**config.mk**
```make
export PLATFORM = sky130hd
export DESIGN_NAME = crc16_frame_deframer_core
export DESIGN_NICKNAME = d
export VERILOG_FILES = /design/src/c16df_pkg.sv /design/src/crc16_frame_deframer_core.sv /design/src/c16df_apb_regs.sv /design/src/c16df_parser.sv
export VERILOG_INCLUDE_DIRS = /design/src /design/src/src
export SDC_FILE = /design/constraint.sdc
export NUM_CORES = 1
export LEC_CHECK = 0
export ABC_AREA = 1
export BUFFER_PORTS_ARGS = -buffer_cell sky130_fd_sc_hd__buf_2
export CELL_PAD_IN_SITES_DETAIL_PLACEMENT = 0
export CELL_PAD_IN_SITES_GLOBAL_PLACEMENT = 2
export CORE_MARGIN = 2
export CORE_UTILIZATION = 31
export CTS_BUF_LIST = sky130_fd_sc_hd__clkbuf_4 sky130_fd_sc_hd__clkbuf_8 sky130_fd_sc_hd__clkbuf_16
export DETAILED_ROUTE_END_ITERATION = 10
export PLACE_DENSITY = 0.83
export SLEW_MARGIN = 20
export SYNTH_ARGS = -nofsm -noshare
export SYNTH_HDL_FRONTEND = slang
export SYNTH_SLANG_ARGS = --single-unit
```
**constraint.sdc**
```tcl
create_clock -name clk_i -period 3.2 [get_ports clk_i]
set_input_delay 0.48 -clock clk_i [delete_from_list [all_inputs] [get_ports clk_i]]
set_output_delay 0.48 -clock clk_i [all_outputs]
set_load 0.1 [all_outputs]
```
**src/crc16_frame_deframer_core_assert.svh**
```systemverilog
// ---------------------------------------------------------------------------
// assertion macros for the crc16 frame deframer
// ---------------------------------------------------------------------------
`ifndef CRC16_FRAME_DEFRAMER_CORE_ASSERT_SVH
`define CRC16_FRAME_DEFRAMER_CORE_ASSERT_SVH

`ifndef NO_ASSERTIONS

// property must hold at every edge out of reset
`define C16DF_ASSERT(lbl, clk, rst_n, prop, msg) \
  lbl: assert property (@(posedge clk) disable iff (!rst_n) prop) else $error(msg);

// condition must never be seen out of reset
`define C16DF_ASSERT_NEVER(lbl, clk, rst_n, cond, msg) \
  lbl: assert property (@(posedge clk) disable iff (!rst_n) !(cond)) else $error(msg);

`else

`define C16DF_ASSERT(lbl, clk, rst_n, prop, msg)
`define C16DF_ASSERT_NEVER(lbl, clk, rst_n, cond, msg)

`endif

`endif

```
**src/c16df_pkg.sv**
```systemverilog
// ---------------------------------------------------------------------------
// c16df_pkg
// types and constants shared by the deframer modules, and the crc step used by the parser
// ---------------------------------------------------------------------------
`default_nettype none

package c16df_pkg;

  typedef enum logic [3:0] {
    PH_HDR0    = 4'd0,
    PH_HDR1    = 4'd1,
    PH_LEN0    = 4'd2,
    PH_LEN1    = 4'd3,
    PH_TYPE    = 4'd4,
    PH_PAYLOAD = 4'd5,
    PH_CRC0    = 4'd6,
    PH_CRC1    = 4'd7,
    PH_FTR0    = 4'd8,
    PH_FTR1    = 4'd9
  } phase_e;

  typedef enum logic [1:0] {
    ABORT_NONE   = 2'd0,
    ABORT_LENGTH = 2'd1,
    ABORT_CRC    = 2'd2,
    ABORT_FOOTER = 2'd3
  } abort_e;

  localparam int unsigned PaddrWidth = 4;

  typedef enum logic [1:0] {
    REG_HEADER  = 2'd0,
    REG_FOOTER  = 2'd1,
    REG_MAX_PAY = 2'd2
  } reg_idx_e;

  localparam logic [15:0] CrcPoly     = 16'h1021;
  localparam logic [15:0] LenOverhead = 16'd3;

  typedef struct packed {
    logic [15:0] header_word;
    logic [15:0] footer_word;
    logic [15:0] max_payload;
  } cfg_t;

  typedef struct packed {
    logic        payload_valid;
    logic [7:0]  payload_byte;
    logic [15:0] payload_index;
    logic        frame_done;
    abort_e      abort_reason;
    logic [7:0]  frame_type;
    logic [15:0] payload_length;
  } result_t;

  // one byte of crc-16, msb first, unrolled over the eight bit steps
  function automatic logic [15:0] crc16_byte(input logic [15:0] crc, input logic [7:0] b);
    logic [15:0] r;
    r = crc ^ {b, 8'h00};
    for (int i = 0; i < 8; i++) begin
      if (r[15]) begin
        r = {r[14:0], 1'b0} ^ CrcPoly;
      end else begin
        r = {r[14:0], 1'b0};
      end
    end
    return r;
  endfunction

endpackage

`default_nettype wire

```
**src/crc16_frame_deframer_core.sv**
```systemverilog
// the input register loads an accepted word and the result register then takes its result word;
//   res_valid_o rises when the result register is loaded, which a result stall can hold back
// throughput: one word per cycle while the result register is not stalled by res_ready_i; the
//   parse state and crc are updated by the unrolled crc-16 xor network after the input register
// reset: rst_ni clears the configuration registers to zero, the parser to header hunting and
//   both word registers to empty
// ---------------------------------------------------------------------------
// crc16_frame_deframer_core
// byte-serial deframer for length-prefixed frames with a crc-16 check
// ---------------------------------------------------------------------------
`default_nettype none

module crc16_frame_deframer_core (
  input  wire logic                              clk_i,
  input  wire logic                              rst_ni,
  // apb configuration port
  input  wire logic                              psel,
  input  wire logic                              penable,
  input  wire logic                              pwrite,
  input  wire logic [c16df_pkg::PaddrWidth-1:0]  paddr,
  input  wire logic [31:0]                       pwdata,
  output logic [31:0]                            prdata,
  output logic                                   pready,
  // received byte channel
  input  wire logic                              rx_valid_i,
  output logic                                   rx_ready_o,
  input  wire logic [7:0]                        rx_byte_i,
  // result channel
  output logic                                   res_valid_o,
  input  wire logic                              res_ready_i,
  output logic                                   payload_valid_o,
  output logic [7:0]                             payload_byte_o,
  output logic [15:0]                            payload_index_o,
  output logic                                   frame_done_o,
  output logic [1:0]                             abort_reason_o,
  output logic [7:0]                             frame_type_o,
  output logic [15:0]                            payload_length_o
);
  import c16df_pkg::*;

  // configuration registers
  cfg_t cfg;

  c16df_apb_regs u_regs (
    .clk_i   (clk_i),
    .rst_ni  (rst_ni),
    .psel    (psel),
    .penable (penable),
    .pwrite  (pwrite),
    .paddr   (paddr),
    .pwdata  (pwdata),
    .prdata  (prdata),
    .pready  (pready),
    .cfg_o   (cfg)
  );

  // input register: holds the next word to be parsed
  logic       in_valid_q, in_valid_d;
  logic [7:0] in_byte_q;

  // result register: holds the finished word until the sink takes it
  logic    res_valid_q, res_valid_d;
  result_t res_q;
  result_t res_step;

  logic rx_fire;
  logic advance;

  // a word moves on when the result register is empty or being drained
  assign advance    = in_valid_q && (!res_valid_q || res_ready_i);
  // input side stays open while the held word is moving on
  assign rx_ready_o = !in_valid_q || advance;
  assign rx_fire    = rx_valid_i && rx_ready_o;

  always_comb begin
    in_valid_d = in_valid_q;
    if (rx_fire) begin
      in_valid_d = 1'b1;
    end else if (advance) begin
      in_valid_d = 1'b0;
    end
  end

  always_comb begin
    res_valid_d = res_valid_q;
    if (advance) begin
      res_valid_d = 1'b1;
    end else if (res_ready_i) begin
      res_valid_d = 1'b0;
    end
  end

  // parse step: the state only moves when the word is committed to the result register
  c16df_parser u_parser (
    .clk_i  (clk_i),
    .rst_ni (rst_ni),
    .step_i (advance),
    .byte_i (in_byte_q),
    .cfg_i  (cfg),
    .res_o  (res_step)
  );

  always_ff @(posedge clk_i or negedge rst_ni) begin
    if (!rst_ni) begin
      in_valid_q  <= 1'b0;
      res_valid_q <= 1'b0;
    end else begin
      in_valid_q  <= in_valid_d;
      res_valid_q <= res_valid_d;
    end
  end

  // payload registers, no reset needed
  always_ff @(posedge clk_i) begin
    if (rx_fire) begin
      in_byte_q <= rx_byte_i;
    end
    if (advance) begin
      res_q <= res_step;
    end
  end

  assign res_valid_o      = res_valid_q;
  assign payload_valid_o  = res_q.payload_valid;
  assign payload_byte_o   = res_q.payload_byte;
  assign payload_index_o  = res_q.payload_index;
  assign frame_done_o     = res_q.frame_done;
  assign abort_reason_o   = 2'(res_q.abort_reason);
  assign frame_type_o     = res_q.frame_type;
  assign payload_length_o = res_q.payload_length;

  // checks on the datapath and the stage handover
`include "crc16_frame_deframer_core_assert.svh"

  `C16DF_ASSERT_NEVER(a_done_and_abort, clk_i, rst_ni,
    res_valid_q && res_q.frame_done && (res_q.abort_reason != ABORT_NONE),
    "frame done together with an abort")

  `C16DF_ASSERT_NEVER(a_payload_and_abort, clk_i, rst_ni,
    res_valid_q && res_q.payload_valid && (res_q.abort_reason != ABORT_NONE),
    "payload word flagged as abort")

  `C16DF_ASSERT(a_index_in_range, clk_i, rst_ni,
    (res_valid_q && res_q.payload_valid) |-> (res_q.payload_index < res_q.payload_length),
    "payload index beyond frame length")

  `C16DF_ASSERT(a_stall_holds_input, clk_i, rst_ni,
    (in_valid_q && res_valid_q && !res_ready_i) |=> (in_valid_q && $stable(in_byte_q)),
    "held word lost during result stall")

endmodule

`default_nettype wire

```
**src/c16df_apb_regs.sv**
```systemverilog
// ---------------------------------------------------------------------------
// c16df_apb_regs
// apb register bank: header word, footer word and payload capacity
// ---------------------------------------------------------------------------
`default_nettype none

module c16df_apb_regs (
  input  wire logic                              clk_i,
  input  wire logic                              rst_ni,
  input  wire logic                              psel,
  input  wire logic                              penable,
  input  wire logic                              pwrite,
  input  wire logic [c16df_pkg::PaddrWidth-1:0]  paddr,
  input  wire logic [31:0]                       pwdata,
  output logic [31:0]                            prdata,
  output logic                                   pready,
  output c16df_pkg::cfg_t                        cfg_o
);
  import c16df_pkg::*;

  cfg_t     cfg_q, cfg_d;
  reg_idx_e idx;
  logic     wr_en;

  assign idx    = reg_idx_e'(paddr[3:2]);
  assign wr_en  = psel && penable && pwrite;
  assign pready = 1'b1;
  assign cfg_o  = cfg_q;

  always_comb begin
    cfg_d = cfg_q;
    if (wr_en) begin
      unique case (idx)
        REG_HEADER:  cfg_d.header_word = pwdata[15:0];
        REG_FOOTER:  cfg_d.footer_word = pwdata[15:0];
        REG_MAX_PAY: cfg_d.max_payload = pwdata[15:0];
        default:     cfg_d = cfg_q;
      endcase
    end
  end

  always_comb begin
    unique case (idx)
      REG_HEADER:  prdata = {16'h0000, cfg_q.header_word};
      REG_FOOTER:  prdata = {16'h0000, cfg_q.footer_word};
      REG_MAX_PAY: prdata = {16'h0000, cfg_q.max_payload};
      default:     prdata = 32'h0000_0000;
    endcase
  end

  always_ff @(posedge clk_i or negedge rst_ni) begin
    if (!rst_ni) begin
      cfg_q <= '0;
    end else begin
      cfg_q <= cfg_d;
    end
  end

endmodule

`default_nettype wire

```
**src/c16df_parser.sv**
```systemverilog
// ---------------------------------------------------------------------------
// c16df_parser
// frame parse state and the per-word step: phase, length, position, crc
// ---------------------------------------------------------------------------
`default_nettype none

module c16df_parser (
  input  wire logic               clk_i,
  input  wire logic               rst_ni,
  input  wire logic               step_i,
  input  wire logic [7:0]         byte_i,
  input  wire c16df_pkg::cfg_t    cfg_i,
  output c16df_pkg::result_t      res_o
);
  import c16df_pkg::*;

  phase_e      phase_q, phase_d;
  logic [15:0] len_q, len_d;
  logic [15:0] pos_q, pos_d;
  logic [15:0] crc_q, crc_d;
  logic [15:0] rcrc_q, rcrc_d;
  logic [7:0]  kind_q, kind_d;

  logic [15:0] crc_step;
  logic [15:0] len_full;
  logic [15:0] pay_cnt;
  logic [15:0] pos_inc;
  logic [15:0] rcrc_full;

  assign crc_step  = crc16_byte(crc_q, byte_i);
  assign len_full  = {len_q[15:8], byte_i};
  assign pay_cnt   = len_full - LenOverhead;
  assign pos_inc   = pos_q + 16'd1;
  assign rcrc_full = {rcrc_q[15:8], byte_i};

  always_comb begin
    phase_d = phase_q;
    len_d   = len_q;
    pos_d   = pos_q;
    crc_d   = crc_q;
    rcrc_d  = rcrc_q;
    kind_d  = kind_q;
    res_o   = '0;

    unique case (phase_q)
      PH_HDR0: begin
        if (byte_i == cfg_i.header_word[15:8]) phase_d = PH_HDR1;
      end
      PH_HDR1: begin
        // a wrong low byte that matches the high byte restarts the header
        if (byte_i == cfg_i.header_word[7:0]) begin
          phase_d = PH_LEN0;
        end else if (byte_i == cfg_i.header_word[15:8]) begin
          phase_d = PH_HDR1;
        end else begin
          phase_d = PH_HDR0;
        end
      end
      PH_LEN0: begin
        len_d   = {byte_i, 8'h00};
        crc_d   = crc16_byte(16'h0000, byte_i);
        phase_d = PH_LEN1;
      end
      PH_LEN1: begin
        if ((len_full < LenOverhead) || (pay_cnt > cfg_i.max_payload)) begin
          phase_d            = PH_HDR0;
          len_d              = '0;
          pos_d              = '0;
          crc_d              = '0;
          rcrc_d             = '0;
          kind_d             = '0;
          res_o.abort_reason = ABORT_LENGTH;
        end else begin
          len_d                = pay_cnt;
          crc_d                = crc_step;
          pos_d                = '0;
          phase_d              = PH_TYPE;
          res_o.payload_length = pay_cnt;
        end
      end
      PH_TYPE: begin
        kind_d               = byte_i;
        crc_d                = crc_step;
        phase_d              = (len_q != 16'd0) ? PH_PAYLOAD : PH_CRC0;
        res_o.frame_type     = byte_i;
        res_o.payload_length = len_q;
      end
      PH_PAYLOAD: begin
        res_o.payload_valid  = 1'b1;
        res_o.payload_byte   = byte_i;
        res_o.payload_index  = pos_q;
        pos_d                = pos_inc;
        crc_d                = crc_step;
        if (pos_inc == len_q) phase_d = PH_CRC0;
        res_o.frame_type     = kind_q;
        res_o.payload_length = len_q;
      end
      PH_CRC0: begin
        rcrc_d               = {byte_i, 8'h00};
        phase_d              = PH_CRC1;
        res_o.frame_type     = kind_q;
        res_o.payload_length = len_q;
      end
      PH_CRC1: begin
        res_o.frame_type     = kind_q;
        res_o.payload_length = len_q;
        if (rcrc_full != crc_q) begin
          phase_d            = PH_HDR0;
          len_d              = '0;
          pos_d              = '0;
          crc_d              = '0;
          rcrc_d             = '0;
          kind_d             = '0;
          res_o.abort_reason = ABORT_CRC;
        end else begin
          rcrc_d  = rcrc_full;
          phase_d = PH_FTR0;
        end
      end
      PH_FTR0: begin
        res_o.frame_type     = kind_q;
        res_o.payload_length = len_q;
        if (byte_i == cfg_i.footer_word[15:8]) begin
          phase_d = PH_FTR1;
        end else begin
          phase_d            = PH_HDR0;
          res_o.abort_reason = ABORT_FOOTER;
        end
      end
      PH_FTR1: begin
        res_o.frame_type     = kind_q;
        res_o.payload_length = len_q;
        phase_d              = PH_HDR0;
        if (byte_i == cfg_i.footer_word[7:0]) begin
          res_o.frame_done = 1'b1;
        end else begin
          res_o.abort_reason = ABORT_FOOTER;
        end
      end
      default: begin
        // meaningless phase code: drop the word and clear everything
        phase_d = PH_HDR0;
        len_d   = '0;
        pos_d   = '0;
        crc_d   = '0;
        rcrc_d  = '0;
        kind_d  = '0;
      end
    endcase
  end

  always_ff @(posedge clk_i or negedge rst_ni) begin
    if (!rst_ni) begin
      phase_q <= PH_HDR0;
      len_q   <= '0;
      pos_q   <= '0;
      crc_q   <= '0;
      rcrc_q  <= '0;
      kind_q  <= '0;
    end else if (step_i) begin
      phase_q <= phase_d;
      len_q   <= len_d;
      pos_q   <= pos_d;
      crc_q   <= crc_d;
      rcrc_q  <= rcrc_d;
      kind_q  <= kind_d;
    end
  end

endmodule

`default_nettype wire
```
==> results.toml <==
[floorplanning]
core_um2 = 32500
start_util = 0.315
ioPinCount = 138
row_count = 66
die_w_um = 186
fp.dieArea_um2 = 34500
die_h_um = 186

[synth]
synthTopCellsByArea = "dfrtp_1, edfxtp_1, nand2_1, o21ai_0, xnor2_1"
synth_flop_cell = "dfrtp_1"
syn_area_um2 = 10300
syn_avg_cell_area_um2 = 8.07
synthMuxAreaShare = 0
synth-xor-area-share = 0.0705
synth_top_area_cell = "dfrtp_1"
yosysWarnings = 0
syn_inst = 1271
synth_top_area_frac = 0.288
synthSimpleGateAreaFrac = 0.281
yosysSeqAreaShare = 0.464
synth-edff-count = 60
synth_top_family_by_area = "simple AND/OR/NAND/NOR gates"
synth_cell_types = 45
synth-adder-area-share = 0.0220
synthArstFlopShare = 0.663
ys_seq_elements = 178
synth_compound_area_frac = 0.0804

[placed_design]
dp_slack_ns = 0.0447
dpl.hpwl_mm = 22.4
numPortBuffers = 102
globalplace.congestion = 0.814

[route]
dr.pass1.iters = 5
via_per_inst = 4.64
wire_per_inst_um = 16.3
antenna_left = 0
initialDrtViolationCount = 594
dr_total_vias = 8660
drt-total-wl_mm = 30.5
drc = 0

[sta]
max_freq_mhz = 325
relSlewSlack = 0.358
min_period_over_period = 0.962
setup_violations = 0
skew_ns = 0.0161
hold_violations = 0
fin_crit_ns = 3.08
rsz0062_at_grt = "yes"
worst_slack_ns = 0.123
max_slew.worst_pin.slew_ns = 0.961
slew_viol_final = 0

[power]
vdd_drop_max_mv = 0.355
total_leakage_power_nw = 5.77
p_per_area_nw_per_um2 = 651
finalPower_mw = 8.04

[worst_hold_path]
hold_path.class = "in -> reg"

[grt]
antenna_found_initial = 0
grt_overflow = 0
grtUsageTotal = 0.183
grt_pass1_vias = 8349
grt_pass1_wl_mm = 47.7
grt_max_degree = 79

[cells_and_area]
layout-drive-gt1-share = 0.215
regArea_um2 = 4750
multi_input_area_um2 = 4910
num-fill-cells = 3433
antenna_cells = 0
final_nets = 1482
syn_to_final_growth_pct = 20.5
final_common_cell = "nand2_1"
final_cell_mix = "nand2_1, dfrtp_1, inv_1"

[clock_tree]
cts_root_buf = "clkbuf_16"
worstSkewPairLatency_ns = 0.44
cts_sinks = 178
cts.clk_slew.worst_paths_ns = 0.08
cts_buffers = 17
htree_levels = 4
cts_tree = "done"
clk_path_buf_depth = 2

[critical_path]
cp.arrival_ns = 3.26
crit_path_max_fanout = 16
cp-end-kind = "flip-flop"
crit_type = "reg -> reg"
critPathRequiredTime_ns = 3.38
critPathLaunchType = "flip-flop"

[run]
max_cap_viol_count = 0

[outcome]
status = "finished, final reports clean"
power by group:
part	total, mW	switching, mW	leakage [nW]	internal [mW]
Sequential	2.91	0.242	2.13	2.67
Combinational	3.09	2.31	3.38	0.776
Clock	2.05	1.02	0.265	1.03
worst max-delay path: stages, from the launching register on:
cell and delay, ns:
edfxtp_1 0.50, buf_6 0.17, nor4_4 0.30, nand2_2 0.12, nor2_2 0.12, nand2_1 0.10
xor2_2 0.16, ha_1 0.29, nand2_2 0.06, buf_4 0.13, o21ai_1 0.18, a21oi_2 0.05
nand2_1 0.08, nand2_2 0.08, nand3_2 0.09, inv_2 0.05, buf_12 0.14, nand2_1 0.10
o21ai_0 0.09
repair_timing:
action,in CTS,in global routing
endpoints found under the hold margin,9,0
setup buffers,0,10
hold buffers,1,0
setup endpoints to repair,0,66
gates resized for setup,0,61
per-stage QoR:
stage,hold WS (ns),TNS [ns],util,area (µm²),cells
after global routing,0.191,-0.820,0.380,12400,1868
after floorplan,0.184,0,-,10300,1286
after CTS,0.190,0,0.369,12000,1856
final,0.211,0,0.380,12400,1868
after detailed placement,0.342,0,0.352,11400,1823
after global placement,0.350,0,0.352,11400,1823
per-layer routing:
| metal | global-route usage | part of all wire | up-vias |
|---|---|---|---|
| met4 | 0.0526 | 0.020 | 0 |
| met1 | 0.260 | 0.49 | 4045 |
| li1 | - | - | 4370 |
| met2 | 0.283 | 0.45 | 210 |
| met5 | 0 | 0 | - |
| met3 | 0.0342 | 0.044 | 35 |
layout make-up:
type	instances	area share
multi-input cells	924	0.398
flip-flops and latches	178	0.385
clock buffers	18	0.0350
clock inverters	14	0.00982
well taps	442	0.0448
repair buffers	168	0.0899
inverters	124	0.0379
flip-flops by register name (all words and copies together) (netlist names):
| signal | cells |
|---|---|
| u_parser.len_q | 16 |
| u_parser.pos_q | 16 |
| payload_valid_o | 1 |
| in_byte_q | 8 |
| payload_index_o | 16 |
| u_parser.kind_q | 8 |
| u_parser.rcrc_q | 8 |
| payload_byte_o | 8 |
| abort_reason_o | 2 |
| frame_done_o | 1 |
| res_valid_o | 1 |
| u_parser.phase_q | 4 |
| u_regs.cfg_o | 48 |
| u_parser.crc_q | 16 |
| payload_length_o | 16 |
| frame_type_o | 8 |
| in_valid_q | 1 |
cells by family (layout without fill, tap and decap cells):
logic type / Yosys count / count (layout)
buffers and inverters: 184 / 324
AOI/OAI and AO/OA: 149 / 149
and+or+nand+nor: 660 / 660
adders and majority gates: 18 / 18
DFF: 178 / 178
other: 2 / 17
xor gates and xnor gates: 80 / 80
worst paths after layout:
check | from | end | slack, ns | cells past startpoint
max | in_byte_q[4] | payload_length_o[6] | 0.12 | 18
min | rx_byte_i[4] | in_byte_q[4] | 0.21 | 1
max reg2reg | in_byte_q[4] | payload_length_o[6] | 0.12 | 18
min reg2reg | u_parser.kind_q[5] | u_parser.kind_q[5] | 0.49 | 2
max in group asynchronous | rst_ni | u_parser.len_q[4] | 2.08 | 3
min in group asynchronous | rst_ni | u_parser.kind_q[2] | 0.42 | 2
cell usage after synthesis (2+ instances only):
cell	instances
nor3_1	4
xnor2_1	49
a21oi_1	12
buf_4	20
ha_1	18
o21ai_2	8
nor2_2	8
inv_1	110
buf_1	3
inv_2	11
nand3_1	76
edfxtp_1	60
nor2_1	85
nor3_2	4
nand2_2	11
or2_2	10
nand4_1	34
o21ai_1	25
buf_2	9
nand3_2	3
clkinv_1	2
conb_1	2
dfrtp_1	118
o211ai_1	15
clkbuf_1	19
xor2_1	29
o21ai_0	86
buf_6	8
nor2_4	3
nand2_1	414
(Power assumes the default switching activity.)
